--- src/hw/rtl/sdcs_pkg.sv ---
package sdcs_pkg;

   // Operation codes of an event.
   localparam logic [2:0] OP_START     = 3'd0;
   localparam logic [2:0] OP_CMD_DONE  = 3'd1;
   localparam logic [2:0] OP_READ      = 3'd2;
   localparam logic [2:0] OP_WRITE     = 3'd3;
   localparam logic [2:0] OP_DATA_DONE = 3'd4;

   // Result kinds.
   localparam logic [2:0] KIND_ISSUE  = 3'd0;
   localparam logic [2:0] KIND_AWAIT  = 3'd1;
   localparam logic [2:0] KIND_DONE   = 3'd2;
   localparam logic [2:0] KIND_FAIL   = 3'd3;
   localparam logic [2:0] KIND_REJECT = 3'd4;

   // Configuration register indexes.
   localparam logic CSR_SECTOR_LIMIT = 1'b0;
   localparam logic CSR_RETRY_LIMIT  = 1'b1;

   localparam logic [31:0] SECTOR_LIMIT_RESET = 32'd262144;
   localparam logic [15:0] RETRY_LIMIT_RESET  = 16'd1000;
   localparam int unsigned SECTOR_BYTES_DEFAULT = 512;

   // SD command indexes.
   localparam logic [5:0] CMD_GO_IDLE   = 6'd0;
   localparam logic [5:0] CMD_ALL_CID   = 6'd2;
   localparam logic [5:0] CMD_SEND_RCA  = 6'd3;
   localparam logic [5:0] CMD_SELECT    = 6'd7;
   localparam logic [5:0] CMD_IF_COND   = 6'd8;
   localparam logic [5:0] CMD_BLOCKLEN  = 6'd16;
   localparam logic [5:0] CMD_READ_BLK  = 6'd17;
   localparam logic [5:0] CMD_WRITE_BLK = 6'd24;
   localparam logic [5:0] CMD_OP_COND   = 6'd41;
   localparam logic [5:0] CMD_APP       = 6'd55;

   // Command word flags.
   localparam logic [31:0] FLAG_R136      = 32'h0001_0000;
   localparam logic [31:0] FLAG_R48       = 32'h0002_0000;
   localparam logic [31:0] FLAG_R48B      = 32'h0003_0000;
   localparam logic [31:0] FLAG_CRC       = 32'h0008_0000;
   localparam logic [31:0] FLAG_IDX       = 32'h0010_0000;
   localparam logic [31:0] FLAG_DATA      = 32'h0020_0000;
   localparam logic [31:0] FLAG_BLKCNT    = 32'h0000_0002;
   localparam logic [31:0] FLAG_TO_HOST   = 32'h0000_0010;
   localparam logic [31:0] FLAGS_STD      = FLAG_R48 | FLAG_CRC | FLAG_IDX;
   localparam logic [31:0] FLAGS_TRANSFER = FLAGS_STD | FLAG_DATA | FLAG_BLKCNT;

   localparam logic [31:0] OPCOND_ARG = 32'h40FF_8000;
   localparam logic [11:0] ECHO_CHECK = 12'h1AA;
   localparam logic [31:0] ECHO_ARG   = 32'h0000_01AA;

   typedef struct packed {
      logic [2:0]  kind;
      logic [31:0] word;
      logic [31:0] arg;
      logic        ready;
      logic        high_capacity;
      logic [15:0] rca;
   } sdcs_result_type;

   function automatic logic [31:0] cmd_word(input logic [5:0] index, input logic [31:0] flags);
      return {2'b00, index, 24'h00_0000} | flags;
   endfunction

endpackage

--- src/hw/rtl/sdcs_sequencer.sv ---
module sdcs_sequencer #(
   parameter int unsigned SectorBytes = sdcs_pkg::SECTOR_BYTES_DEFAULT
) (
   input  logic                      clock,
   input  logic                      reset,
   input  logic                      step_en,
   input  logic [2:0]                operation,
   input  logic                      completion_ok,
   input  logic [31:0]               response_word,
   input  logic [31:0]               sector_address,
   input  logic [31:0]               sector_limit,
   input  logic [15:0]               retry_limit,
   output sdcs_pkg::sdcs_result_type result
);
   import sdcs_pkg::*;

   typedef enum logic [3:0] {
      PH_IDLE,
      PH_GO_IDLE,
      PH_IF_COND,
      PH_APP,
      PH_OP_COND,
      PH_CID,
      PH_RCA,
      PH_SELECT,
      PH_BLOCKLEN,
      PH_RD_CMD,
      PH_WR_CMD,
      PH_RD_DATA,
      PH_WR_DATA
   } phase_type;

   localparam logic [31:0] SectorBytesWord = 32'(SectorBytes);

   phase_type   phase_ff, phase_in;
   logic [15:0] retry_ff, retry_in;
   logic [15:0] rca_ff, rca_in;
   logic        hc_ff, hc_in;
   logic        ready_ff, ready_in;

   logic [2:0]  kind;
   logic [31:0] word;
   logic [31:0] arg;
   logic [15:0] retry_next;
   logic [31:0] byte_address;
   logic        cmd_pending;

   assign retry_next   = (retry_ff == 16'hFFFF) ? retry_ff : retry_ff + 16'd1;
   assign byte_address = sector_address * SectorBytesWord;
   assign cmd_pending  = (phase_ff != PH_IDLE) && (phase_ff != PH_RD_DATA) &&
                         (phase_ff != PH_WR_DATA);

   always_comb begin
      phase_in = phase_ff;
      retry_in = retry_ff;
      rca_in   = rca_ff;
      hc_in    = hc_ff;
      ready_in = ready_ff;
      kind     = KIND_REJECT;
      word     = 32'h0;
      arg      = 32'h0;
      case (operation)
         OP_START: begin
            if (phase_ff == PH_IDLE) begin
               ready_in = 1'b0;
               hc_in    = 1'b0;
               rca_in   = 16'h0;
               retry_in = 16'h0;
               kind     = KIND_ISSUE;
               word     = cmd_word(CMD_GO_IDLE, 32'h0);
               phase_in = PH_GO_IDLE;
            end
         end
         OP_CMD_DONE: begin
            if (cmd_pending) begin
               if (!completion_ok) begin
                  kind     = KIND_FAIL;
                  phase_in = PH_IDLE;
               end else begin
                  kind = KIND_ISSUE;
                  case (phase_ff)
                     PH_GO_IDLE: begin
                        word     = cmd_word(CMD_IF_COND, FLAGS_STD);
                        arg      = ECHO_ARG;
                        phase_in = PH_IF_COND;
                     end
                     PH_IF_COND: begin
                        if (response_word[11:0] != ECHO_CHECK) begin
                           kind     = KIND_FAIL;
                           phase_in = PH_IDLE;
                        end else begin
                           retry_in = 16'h0;
                           word     = cmd_word(CMD_APP, FLAGS_STD);
                           arg      = {rca_ff, 16'h0};
                           phase_in = PH_APP;
                        end
                     end
                     PH_APP: begin
                        word     = cmd_word(CMD_OP_COND, FLAG_R48);
                        arg      = OPCOND_ARG;
                        phase_in = PH_OP_COND;
                     end
                     PH_OP_COND: begin
                        retry_in = retry_next;
                        if (response_word[31]) begin
                           hc_in    = response_word[30];
                           word     = cmd_word(CMD_ALL_CID, FLAG_R136 | FLAG_CRC);
                           phase_in = PH_CID;
                        end else if (retry_next >= retry_limit) begin
                           kind     = KIND_FAIL;
                           phase_in = PH_IDLE;
                        end else begin
                           word     = cmd_word(CMD_APP, FLAGS_STD);
                           arg      = {rca_ff, 16'h0};
                           phase_in = PH_APP;
                        end
                     end
                     PH_CID: begin
                        word     = cmd_word(CMD_SEND_RCA, FLAGS_STD);
                        phase_in = PH_RCA;
                     end
                     PH_RCA: begin
                        rca_in = response_word[31:16];
                        if (response_word[31:16] == 16'h0) begin
                           kind     = KIND_FAIL;
                           phase_in = PH_IDLE;
                        end else begin
                           word     = cmd_word(CMD_SELECT, FLAG_R48B | FLAG_CRC | FLAG_IDX);
                           arg      = {response_word[31:16], 16'h0};
                           phase_in = PH_SELECT;
                        end
                     end
                     PH_SELECT: begin
                        word     = cmd_word(CMD_BLOCKLEN, FLAGS_STD);
                        arg      = SectorBytesWord;
                        phase_in = PH_BLOCKLEN;
                     end
                     PH_BLOCKLEN: begin
                        ready_in = 1'b1;
                        kind     = KIND_DONE;
                        phase_in = PH_IDLE;
                     end
                     PH_RD_CMD: begin
                        kind     = KIND_AWAIT;
                        phase_in = PH_RD_DATA;
                     end
                     default: begin
                        kind     = KIND_AWAIT;
                        phase_in = PH_WR_DATA;
                     end
                  endcase
               end
            end
         end
         OP_READ, OP_WRITE: begin
            if (phase_ff == PH_IDLE) begin
               if (!ready_ff || (sector_address >= sector_limit)) begin
                  kind = KIND_FAIL;
               end else begin
                  kind = KIND_ISSUE;
                  arg  = hc_ff ? sector_address : byte_address;
                  if (operation == OP_READ) begin
                     word     = cmd_word(CMD_READ_BLK, FLAGS_TRANSFER | FLAG_TO_HOST);
                     phase_in = PH_RD_CMD;
                  end else begin
                     word     = cmd_word(CMD_WRITE_BLK, FLAGS_TRANSFER);
                     phase_in = PH_WR_CMD;
                  end
               end
            end
         end
         OP_DATA_DONE: begin
            if ((phase_ff == PH_RD_DATA) || (phase_ff == PH_WR_DATA)) begin
               kind     = completion_ok ? KIND_DONE : KIND_FAIL;
               phase_in = PH_IDLE;
            end
         end
         default: begin
            kind = KIND_REJECT;
         end
      endcase
   end

   always_ff @(posedge clock) begin
      if (reset) begin
         phase_ff <= PH_IDLE;
         retry_ff <= 16'h0;
         rca_ff   <= 16'h0;
         hc_ff    <= 1'b0;
         ready_ff <= 1'b0;
      end else if (step_en) begin
         phase_ff <= phase_in;
         retry_ff <= retry_in;
         rca_ff   <= rca_in;
         hc_ff    <= hc_in;
         ready_ff <= ready_in;
      end
   end

   assign result = '{kind: kind, word: word, arg: arg, ready: ready_in,
                     high_capacity: hc_in, rca: rca_in};

endmodule

--- src/hw/rtl/sd_card_command_sequencer_unit.sv ---
// SD card command sequencer. Each transfer on the req_ channel is one event (start init,
// command done, read or write sector, data done) and produces exactly one transfer on the
// rsp_ channel: the next command word and argument, await data, finished, failed or
// rejected, together with the card status after the event. An accepted event's result is
// registered; a new event can be accepted every cycle while req_stall is low. The result
// register is backed by one skid entry, so req_stall rises only when both hold results
// that the consumer has not taken. Configuration writes must happen while no event is
// outstanding.
module sd_card_command_sequencer_unit #(
   parameter int unsigned SectorBytes = sdcs_pkg::SECTOR_BYTES_DEFAULT
) (
   input  logic        clock,
   input  logic        reset,
   input  logic        req_valid,
   output logic        req_stall,
   input  logic [2:0]  req_operation,
   input  logic        req_completion_ok,
   input  logic [31:0] req_response_word,
   input  logic [31:0] req_sector_address,
   output logic        rsp_valid,
   input  logic        rsp_stall,
   output logic [2:0]  rsp_result_kind,
   output logic [31:0] rsp_command_word,
   output logic [31:0] rsp_command_argument,
   output logic        rsp_card_ready,
   output logic        rsp_high_capacity,
   output logic [15:0] rsp_card_address,
   input  logic        csr_write_enable,
   input  logic        csr_index,
   input  logic [31:0] csr_write_data
);
   import sdcs_pkg::*;

   logic [31:0]     sector_limit_ff;
   logic [15:0]     retry_limit_ff;
   sdcs_result_type step_result;
   sdcs_result_type out_ff, out_in;
   sdcs_result_type skid_ff, skid_in;
   logic            out_valid_ff, out_valid_in;
   logic            skid_valid_ff, skid_valid_in;
   logic            accept;
   logic            out_take;

   assign accept   = req_valid && !skid_valid_ff;
   assign out_take = out_valid_ff && !rsp_stall;

   sdcs_sequencer #(
      .SectorBytes(SectorBytes)
   ) u_sequencer (
      .clock         (clock),
      .reset         (reset),
      .step_en       (accept),
      .operation     (req_operation),
      .completion_ok (req_completion_ok),
      .response_word (req_response_word),
      .sector_address(req_sector_address),
      .sector_limit  (sector_limit_ff),
      .retry_limit   (retry_limit_ff),
      .result        (step_result)
   );

   always_ff @(posedge clock) begin
      if (reset) begin
         sector_limit_ff <= SECTOR_LIMIT_RESET;
         retry_limit_ff  <= RETRY_LIMIT_RESET;
      end else if (csr_write_enable) begin
         case (csr_index)
            CSR_SECTOR_LIMIT: sector_limit_ff <= csr_write_data;
            CSR_RETRY_LIMIT:  retry_limit_ff  <= csr_write_data[15:0];
            default:          sector_limit_ff <= sector_limit_ff;
         endcase
      end
   end

   // The skid entry always holds a younger result than the output register.
   always_comb begin
      out_in        = out_ff;
      skid_in       = skid_ff;
      out_valid_in  = out_valid_ff;
      skid_valid_in = skid_valid_ff;
      if (skid_valid_ff) begin
         if (out_take) begin
            out_in        = skid_ff;
            skid_valid_in = 1'b0;
         end
      end else if (accept) begin
         if (!out_valid_ff || out_take) begin
            out_in       = step_result;
            out_valid_in = 1'b1;
         end else begin
            skid_in       = step_result;
            skid_valid_in = 1'b1;
         end
      end else if (out_take) begin
         out_valid_in = 1'b0;
      end
   end

   always_ff @(posedge clock) begin
      if (reset) begin
         out_valid_ff  <= 1'b0;
         skid_valid_ff <= 1'b0;
      end else begin
         out_valid_ff  <= out_valid_in;
         skid_valid_ff <= skid_valid_in;
      end
      out_ff  <= out_in;
      skid_ff <= skid_in;
   end

   assign req_stall            = skid_valid_ff;
   assign rsp_valid            = out_valid_ff;
   assign rsp_result_kind      = out_ff.kind;
   assign rsp_command_word     = out_ff.word;
   assign rsp_command_argument = out_ff.arg;
   assign rsp_card_ready       = out_ff.ready;
   assign rsp_high_capacity    = out_ff.high_capacity;
   assign rsp_card_address     = out_ff.rca;

   a_skid_behind_output: assert property (@(posedge clock) disable iff (reset)
      skid_valid_ff |-> out_valid_ff)
      else $error("skid entry holds a result while the output register is empty");

   a_quiet_command_fields: assert property (@(posedge clock) disable iff (reset)
      (rsp_valid && (rsp_result_kind != KIND_ISSUE)) |->
         ((rsp_command_word == 32'h0) && (rsp_command_argument == 32'h0)))
      else $error("command fields set on a result that issues no command");

   a_ready_has_address: assert property (@(posedge clock) disable iff (reset)
      (rsp_valid && rsp_card_ready) |-> (rsp_card_address != 16'h0))
      else $error("card reported ready without a card address");

endmodule
--- config.mk ---
export PLATFORM = sky130hd
export DESIGN_NAME = sd_card_command_sequencer_unit
export DESIGN_NICKNAME = d
export VERILOG_FILES = /design/src/hw/rtl/sdcs_pkg.sv /design/src/hw/rtl/sdcs_sequencer.sv /design/src/hw/rtl/sd_card_command_sequencer_unit.sv
export SDC_FILE = /design/constraint.sdc
export NUM_CORES = 1
export LEC_CHECK = 0
export ABC_AREA = 1
export BUFFER_PORTS_ARGS = -buffer_cell sky130_fd_sc_hd__buf_2
export CAP_MARGIN = 20
export CORE_MARGIN = 4
export CORE_UTILIZATION = 51
export CTS_BUF_LIST = sky130_fd_sc_hd__clkbuf_16
export DETAILED_ROUTE_END_ITERATION = 8
export GPL_ROUTABILITY_DRIVEN = 0
export PLACE_DENSITY = 0.76
export SLEW_MARGIN = 20
export SYNTH_ARGS = -nofsm -noshare
export SYNTH_HDL_FRONTEND = slang
export SYNTH_SLANG_ARGS = --single-unit
--- constraint.sdc ---
create_clock -name clock -period 4.9 [get_ports clock]
set_input_delay 0 -clock clock [delete_from_list [all_inputs] [get_ports clock]]
set_output_delay 0 -clock clock [all_outputs]
set_load 0.03 [all_outputs]
==> results of run 1 <==
power breakdown:
part	internal [W]	leakage, nW	total (W)	switching (W)
clock network	0.00108	0.405	0.00179	0.000713
logic	0.000213	4.23	0.000667	0.000455
registers	0.00205	1.93	0.00208	0.0000319
total	0.00334	6.57	0.00454	0.00120
cells in the final DEF (no fill, tap or decap), types with 51 or more instances in the layout:
| cell | Yosys | final |
|---|---|---|
| a21oi_1 | 114 | 113 |
| nand2_1 | 423 | 423 |
| nor2_1 | 90 | 88 |
| buf_2 | 8 | 169 |
| o21ai_0 | 102 | 102 |
| edfxtp_1 | 130 | 130 |
| inv_1 | 195 | 201 |
| nand3_1 | 51 | 51 |
| dlygate4sd3_1 | 0 | 70 |
| dfxtp_1 | 88 | 88 |
tightest hold or removal path: cells and delay by family:
kind | cells | cell delay (ns)
buf+inv | 2 | 0.21
simple gates | 2 | 0.13
compound gates | 1 | 0.06
kinds of logic (layout without fill, tap and decap cells):
logic type | count (synthesis) | count (layout) | synth area share
flip-flops | 218 | 218 | 0.4962
AND/OR/NAND/NOR | 614 | 614 | 0.2222
AO/OA/AOI/OAI | 255 | 255 | 0.1183
adder cells (fa/ha/maj) | 49 | 49 | 0.05369
XOR/XNOR | 11 | 11 | 0.008437
buffers and inverters | 278 | 495 | 0.1008
other | 1 | 21 | 0.0003284
flip-flops by register name, indices dropped and copies added (netlist names):
signal	count
rsp_card_ready	1
rsp_command_word	12
skid_ff	65
req_stall	1
u_sequencer.retry_ff	16
u_sequencer.hc_ff	1
u_sequencer.rca_ff	16
u_sequencer.ready_ff	1
rsp_valid	1
rsp_high_capacity	1
u_sequencer.phase_ff	4
rsp_card_address	16
retry_limit_ff	16
rsp_command_argument	32
sector_limit_ff	32
rsp_result_kind	3
routing by layer:
layer	part of all wire	routed length, um	global-route usage
met5	0	0	0
met4	0.023	690	0.06350
met3	0.087	2666	0.02788
met2	0.48	14740	0.4078
met1	0.41	12560	0.3353
worst paths after layout:
| path | end | slack [ns] | depth (start not counted) | start |
|---|---|---|---|---|
| hold reg to reg | sector_limit_ff[27]$_SDFFE_PP0P_ | 0.46 | 2 | sector_limit_ff[27]$_SDFFE_PP0P_ |
| setup / recovery | skid_ff[39]$_DFFE_PP_ | 0.54 | 19 | u_sequencer.retry_ff[0]$_SDFFE_PP0P_ |
| hold / removal | skid_ff[29]$_DFFE_PP_ | 0.01 | 5 | req_sector_address[11] |
| setup reg to reg | skid_ff[39]$_DFFE_PP_ | 0.54 | 19 | u_sequencer.retry_ff[0]$_SDFFE_PP0P_ |
final cells by class:
type / instances / area share
antenna: 2 / 0.0003608
clock buffer: 25 / 0.04509
clock inverter: 18 / 0.01127
inverter: 204 / 0.05519
multi-input combinational: 948 / 0.3381
sequential: 218 / 0.4084
tap: 280 / 0.02525
timing repair buffer: 248 / 0.1163
metrics by stage:
| stage | worst slack (ns) | util |
|---|---|---|
| floorplan | 0.06609 | - |
| global placement | 1.227 | 0.5658 |
| detailed placement | 1.124 | 0.5658 |
| CTS | 0.6557 | 0.6335 |
| global route | 0.3080 | 0.6336 |
| finish | 0.5357 | 0.6337 |
==> impl_metrics.tcl, run 1 <==
set metrics [dict create \
    fill_cells 1828 \
    vias 10320 \
    remaining_drc_errors 0 \
    yosysMostFrequentCell "nand2_1" \
    drive_above_1_share 0.1457 \
    grt_start_max_net_pins 82 \
    cp_cell_sequence "ha_1 > nand2_1 > nor3_1 > nand4_2 > nand2_1 > xnor2_1 > ha_1 > nand2_1 > inv_1 > o21bai_1 > a21oi_1 > nor2_1 > nand3_2 > nand2_2 > nand2_1 > nand3_1 > nand2_1 > nand2_1 > dlygate4sd3_1" \
    p_leak_nw 6.566 \
    row_count 54 \
    place_area_mm2 0.01239 \
    fin_crit_ns 4.364 \
    drv_slew 0 \
    wl_mm 30.66 \
    tns_ns 0 \
    crit_buf_inv 2 \
    cts_tree "built" \
    final_antenna_net_count 0 \
    crit_fanout 18 \
    numCtsBuffers 24 \
    mappedNetlistArea_mm2 0.01142 \
    grt_pass1_wl_mm 48.81 \
    cts_resized 0 \
    status "completed" \
    worstSetupPathType "reg2reg" \
    period_share 0.8907 \
    wl_per_cell_um 15.78 \
    p_total_w 0.004536 \
    avgViaCountPerCell 5.311 \
    finalClockSkew_ns 0.01274 \
    yosys-top-cells-area "edfxtp_1 34%, dfxtp_1 15%, nand2_1 14%, inv_1 6.4%, ha_1 5.4%" \
    tightest_slew_ns 0.8065 \
    powerDensity_mw_per_mm2 327.0 \
    clock_latency_ns 0.52 \
    syn2layout_area_growth_pct 21.50 \
    max_stage_delay_ns 0.55 \
    cts.sinks 218 \
    grt-ovfl-total 0 \
    ff_latch_area_mm2 0.005665 \
    design_area_mm2 0.01387 \
    seq_area_frac_synth 0.4962 \
    instances_no_fill 1943 \
    nNetsFinal 1799 \
    path_common_cell "nand2_1" \
    peakVddDrop_mv 0.1935 \
    port_buffers 169 \
    syn_inst 1426 \
    dp.cells 1828 \
    track_usage 0.2423 \
    htree_levels 1 \
    initial_utilization 0.5216 \
    die_y_um 157.6 \
    max_freq_ghz 0.2291 \
    drt_iter0_drc 1050 \
    ios 193 \
    root_buffer "clkbuf_16" \
    drtPass1Iterations 6 \
    ys_seq_elements 218 \
    multi_input_area_mm2 0.004691 \
    fp.dieArea_mm2 0.02485 \
    synth_top_area_cell "edfxtp_1" \
    clk_pin_slew_ns 0.06 \
    synth_common_cells "423 x nand2_1, 195 x inv_1, 130 x edfxtp_1, 114 x a21oi_1, 102 x o21ai_0" \
    hp-class "in2reg" \
    antenna_found_initial 1 \
    syn_area_per_cell_um2 8.007 \
    post_cts_buffers 0 \
    startpoint_type "register" \
    ys_warn_count 0 \
    synth-edff-count 130 \
    crit_required_ns 5.28 \
    synth_flop_cell "edfxtp_1" \
    yosys.area.top_type_share 0.3419 \
    dp_hpwl_mm 21.48 \
    cts-hold-fix-buffers 70 \
    cpLargestDelayFamily "simple AND/OR/NAND/NOR gates" \
    hold_violations 0 \
    cts_max_path_buffers 3 \
    synth-async-reset-ratio 0 \
    drv_cap 0 \
    fp.coreArea_mm2 0.02189 \
    end_kind "register" \
    worstPathArrival_ns 4.75 \
    hold_ws_ns 0.01455 \
    synth_cell_types 43 \
    setup_violations 0 \
    fp.dieW_um 157.6 \
    rsz0062_at_grt "false" \
    grt_pass1_vias 9546 \
    cp_slowest_cell "dlygate4sd3_1" \
    slew_headroom 0.4604 \
]
Note: power is estimated with default switching activity, not from simulation.
==> run 2, diff against run 1 <==
CORE_UTILIZATION = 53   (was 51)
PLACE_DENSITY = 0.78   (was 0.76)
SYNTH_HIERARCHICAL = 1   (was not set)
==> impl_metrics.tcl, run 2 <==
set metrics [dict create \
    die_y_um 164.8 \
    cts_tree "built" \
    worstHoldStart "req_sector_address[15]" \
    fin_ws_ns 0.7665 \
    status "completed" \
    drtPass1Iterations 6 \
    syn_area_per_cell_um2 8.410 \
    grt_pass1_vias 10660 \
    nNetsFinal 1932 \
    min_to "skid_ff[42]$_DFFE_PP_" \
    yosys.area.top_type_share 0.3916 \
    hold_violations 0 \
    final_antenna_net_count 0 \
    worstSetupPathType "reg2reg" \
    synth-edff-count 170 \
    initial_utilization 0.5376 \
    cts_resized 0 \
    setup_violations 0 \
    slew_headroom 0.3366 \
    grt_start_max_net_pins 90 \
    syn_inst 1550 \
    dp_hpwl_mm 23.09 \
    htree_levels 1 \
    synth_flop_cell "edfxtp_1" \
    cts-hold-fix-buffers 66 \
    regMostFlops "skid_ff" \
    p_leak_nw 7.076 \
    final_cell_mix "442 x nand2_1, 188 x buf_2, 186 x inv_1, 170 x edfxtp_1, 163 x nor2_1" \
    r2r_end "rsp_command_argument[17]$_DFFE_PP_" \
    final_common_cell "nand2_1" \
    numCtsBuffers 27 \
    drt_iter0_drc 1309 \
    fp.dieW_um 164.8 \
    drive_above_1_share 0.1563 \
    mappedNetlistArea_mm2 0.01304 \
    syn2layout_area_growth_pct 19.21 \
    antenna_found_initial 6 \
    remaining_drc_errors 0 \
    cts_max_path_buffers 3 \
    r2r_cells 25 \
    track_usage 0.2446 \
    synth-compound-area-share 0.09887 \
    worstPathArrival_ns 4.42 \
    end_kind "register" \
    finalClockSkew_ns 0.01471 \
    crit_fanout 18 \
    synth-async-reset-ratio 0 \
    instances_no_fill 2128 \
    clk_pin_slew_ns 0.06 \
    synth_cell_types 43 \
    synth_top_family_by_area "simple AND/OR/NAND/NOR gates" \
    max_freq_ghz 0.2419 \
    ys_seq_elements 258 \
    powerDensity_mw_per_mm2 334.0 \
    root_buffer "clkbuf_16" \
    post_cts_buffers 0 \
    clock_latency_ns 0.54 \
    hp-class "in2reg" \
    ff2ff_setup_slack_ns 0.77 \
    row_count 57 \
    tightest_slew_ns 0.9891 \
    largest_reg_flops 85 \
    dp.cells 2006 \
    peakVddDrop_mv 0.2535 \
    vias 11250 \
    hold_depth 3 \
    ios 193 \
    period_share 0.8436 \
    synth_mux_area_frac 0.0007679 \
    yosys-top-cells-area "edfxtp_1 39%, dfxtp_1 14%, nand2_1 13%, inv_1 5.3%, nor2_1 4.7%" \
    yosys.area_share.simple 0.2243 \
    avgViaCountPerCell 5.288 \
    fin_crit_ns 4.133 \
    fp.coreArea_mm2 0.02425 \
    ys_warn_count 6 \
    yosysMostFrequentCell "nand2_1" \
    fp.dieArea_mm2 0.02717 \
    startpoint_type "register" \
    grt-ovfl-total 0 \
    synth_xor_area_frac 0.006047 \
    grt_pass1_wl_mm 53.17 \
    synth_common_cells "442 x nand2_1, 183 x inv_1, 170 x edfxtp_1, 164 x nor2_1, 120 x o21ai_0" \
    drv_cap 0 \
    crit_required_ns 5.18 \
    rsz0062_at_grt "false" \
    drv_slew 0 \
    port_buffers 188 \
    yosys.area_share.adder 0.04703 \
    seq_area_frac_synth 0.5268 \
    synth_top_area_cell "edfxtp_1" \
    wl_mm 34.04 \
    cts.sinks 258 \
    r2r-start "u_sequencer/retry_ff[0]$_SDFFE_PP0P_" \
    tns_ns 0 \
    dpl_worst_slack_ns 0.9140 \
    wl_per_cell_um 15.99 \
]
run 2: cell count changes after synthesis, sizes merged, moves of 22 or more:
| cell | delta |
|---|---|
| nor2 | +76 |
| o21ai | +35 |
| edfxtp | +40 |
| nand2 | +24 |
| a21oi | -50 |
| buf | +22 |
run 2: through the flow:
step / area [um^2] / utilization / hold WS (ns) / power, W
after floorplan: 13110 / - / 0.06907 / 0.003003
after detailed placement: 13990 / 0.5768 / 0.2171 / 0.003189
after CTS: 15520 / 0.6399 / 0.01003 / 0.005206
after global routing: 15540 / 0.6407 / 0.04563 / 0.005401
after global placement: 13990 / 0.5768 / 0.2146 / 0.003171
final: 15540 / 0.6408 / 0.02127 / 0.005190
run 2: layout make-up:
class,count,area [um^2]
inverters,197,744.5
fillers,1960,8710
flip-flops and latches,258,6868
clock buffers,27,675.6
repair buffers,258,1635
clock inverters,23,195.2
well taps,324,405.4
multi-input cells,1035,5000
diodes,6,15.01
run 2: worst max-delay path by stage:
stage	from	to	slack, ns	depth (start not counted)
2_1_floorplan	req_stall$_SDFF_PP0_	rsp_card_address[0]$_DFFE_PP_	1.11	5
3_3_place_gp	u_sequencer/retry_ff[0]$_SDFFE_PP0P_	rsp_command_argument[19]$_DFFE_PP_	1.06	25
4_1_cts	u_sequencer/retry_ff[0]$_SDFFE_PP0P_	rsp_command_argument[17]$_DFFE_PP_	0.86	25
5_1_grt	u_sequencer/retry_ff[0]$_SDFFE_PP0P_	rsp_command_argument[17]$_DFFE_PP_	0.26	25
6_report	u_sequencer/retry_ff[0]$_SDFFE_PP0P_	rsp_command_argument[17]$_DFFE_PP_	0.77	25
3_5_place_dp	u_sequencer/retry_ff[0]$_SDFFE_PP0P_	rsp_command_argument[19]$_DFFE_PP_	0.91	25
run 2: kinds of logic after synthesis:
logic type | Yosys count
and+or+nand+nor | 717
buffers and inverters | 275
muxes | 1
xor gates and xnor gates | 9
AOI/OAI and AO/OA | 240
other | 1
adders and majority gates | 49
DFF | 258
run 2: report_power, final:
| group | switching [W] | internal (W) |
|---|---|---|
| combinational | 0.000482 | 0.000229 |
| clock | 0.000826 | 0.00116 |
| sequential | 0.0000465 | 0.00245 |
run 2: critical path, stage by stage (launching register included):
cell     delay, ns
dfxtp_1       0.39
ha_1          0.24
nand3_1       0.13
nor2_1        0.15
nand2_1       0.11
nor2_1        0.23
nand4_1       0.27
nand2_1       0.13
nor2_1        0.04
a21oi_1       0.18
ha_1          0.20
nand2_1       0.06
inv_1         0.05
nand2_1       0.05
nand2_1       0.06
nand2_1       0.04
nand2_1       0.08
nand2_1       0.12
nand3_1       0.14
nand2_1       0.10
inv_2         0.25
nor2_1        0.06
o21ai_0       0.40
o21ai_0       0.23
nand2_1       0.11
nand2_1       0.07
run 2: per-layer routing:
layer | GRT usage | up-vias | routed length [um]
met3 | 0.03369 | 91 | 2562
li1 | - | 5492 | -
met2 | 0.4117 | 495 | 16340
met5 | 0 | - | 13
met1 | 0.3171 | 5172 | 13820
met4 | 0.1059 | 2 | 1302
==> run 3, diff against run 2 <==
CORE_UTILIZATION = 55   (was 53)
PLACE_DENSITY = 0.77   (was 0.78)
clock period = 3.95 ns   (was 4.9 ns; I/O delays follow)
==> impl_metrics.tcl, run 3 (synthesized netlist as in run 2, its figures left out) <==
set metrics [dict create \
    status "completed" \
    period_share 0.9364 \
    drv_cap 0 \
    ios 193 \
    clk_pin_slew_ns 0.06 \
    drt_iter0_drc 1000 \
    grt_pass1_wl_mm 53.54 \
    nNetsFinal 1939 \
    p_leak_nw 7.086 \
    max_freq_ghz 0.2703 \
    fin_util 0.6656 \
    tns_ns 0 \
    largest_reg_flops 85 \
    intPower_w 0.004572 \
    final_antenna_net_count 0 \
    grt_pass1_vias 10790 \
    vias 11300 \
    port_buffers 188 \
    cts_tree "built" \
    dp_hpwl_mm 23.40 \
    crit_buf_inv 2 \
    combPwrFrac 0.144 \
    initial_utilization 0.5570 \
    regMostFlops "skid_ff" \
    antenna_found_initial 1 \
    fin_ws_ns 0.2511 \
    p_sw_frac 0.2690 \
    finalClockSkew_ns 0.02164 \
    worstPathArrival_ns 4.08 \
    worstSetupPathType "reg2reg" \
    root_buffer "clkbuf_16" \
    fp.dieArea_mm2 0.02623 \
    cpLargestDelayFamily "simple AND/OR/NAND/NOR gates" \
    numCtsBuffers 27 \
    p_clk_frac 0.362 \
    final_cell_mix "441 x nand2_1, 188 x buf_2, 187 x inv_1, 170 x edfxtp_1, 162 x nor2_1" \
    drive_above_1_share 0.1597 \
    startpoint_type "register" \
    crit_required_ns 4.34 \
    row_count 56 \
    powerDensity_mw_per_mm2 401.5 \
    dpl_worst_slack_ns 0.2920 \
    crit_fanout 18 \
    end_kind "register" \
    cts.sinks 258 \
    p_seq_frac 0.494 \
    path_common_cell "nand2_1" \
    fp.dieW_um 162.0 \
    switchingPower_w 0.001683 \
    grt_start_max_net_pins 86 \
    cts_max_path_buffers 3 \
    peakVddDrop_mv 0.3029 \
    dp.cells 2005 \
    tightest_slew_ns 0.8973 \
    track_usage 0.2530 \
    max_stage_delay_ns 0.38 \
    cp_slowest_cell "dfxtp_1" \
    slew_headroom 0.4005 \
    fp.coreArea_mm2 0.02340 \
    htree_levels 1 \
    grt-ovfl-total 0 \
    avgViaCountPerCell 5.321 \
    final_common_cell "nand2_1" \
    drv_slew 0 \
    syn2layout_area_growth_pct 19.50 \
    hold_violations 0 \
    fin_crit_ns 3.699 \
    wl_mm 34.28 \
    instances_no_fill 2123 \
    clock_latency_ns 0.53 \
    die_y_um 162.0 \
    remaining_drc_errors 0 \
    drtPass1Iterations 6 \
    wl_per_cell_um 16.15 \
    setup_violations 0 \
    hp-class "in2reg" \
]
## run 3: path summary, 6_finish.rpt
kind / startpoint / end / slack [ns] / depth (start not counted)
worst max-delay path: u_sequencer/retry_ff[1]$_SDFFE_PP0P_ / rsp_command_argument[25]$_DFFE_PP_ / 0.25 / 25
worst min-delay path: reset / u_sequencer/retry_ff[1]$_SDFFE_PP0P_ / 0.02 / 2
worst min register to register: sector_limit_ff[9]$_SDFFE_PP0P_ / sector_limit_ff[9]$_SDFFE_PP0P_ / 0.48 / 2
worst max register to register: u_sequencer/retry_ff[1]$_SDFFE_PP0P_ / rsp_command_argument[25]$_DFFE_PP_ / 0.25 / 25
## run 3: final cells by class
| cell class | instances | area [um^2] |
|---|---|---|
| fill | 1915 | 7825 |
| sequential | 258 | 6869 |
| multi-input combinational | 1035 | 5035 |
| timing repair buffer | 265 | 1730 |
| inverter | 197 | 749.5 |
| clock buffer | 27 | 675.6 |
| tap | 319 | 399.1 |
| clock inverter | 21 | 116.4 |
| antenna | 1 | 2.502 |
## run 3: routing by layer
layer,vias up,part of all wire,GRT usage
met3,133,0.070,0.03908
met4,0,0.049,0.1169
met2,535,0.49,0.4401
met1,5133,0.39,0.3114
met5,-,0,0
li1,5495,-,-
## run 3: repair_timing
item,4_1_cts,5_1_grt
hold endpoints to repair,92,0
setup endpoints to repair,0,26
setup buffers,0,1
resized for setup,0,12
hold buffers,68,0
## run 3: stage by stage
step / cell area [um^2] / hold WS [ns] / power (W)
2_1_floorplan: 13110 / 0.06907 / 0.003725
3_3_place_gp: 14050 / 0.2147 / 0.003950
3_5_place_dp: 14050 / 0.2222 / 0.003971
4_1_cts: 15520 / 0.003215 / 0.006271
5_1_grt: 15580 / 0.02657 / 0.006514
6_report: 15580 / 0.02218 / 0.006255
## run 3: power groups by stage
stage	logic, W	clock network [W]	registers [W]
6_report	0.000900	0.00226	0.00309
5_1_grt	0.000989	0.00242	0.00310
4_1_cts	0.000881	0.00230	0.00309
3_5_place_dp	0.000823	0	0.00315
3_3_place_gp	0.000806	0	0.00314
2_1_floorplan	0.000442	0	0.00328
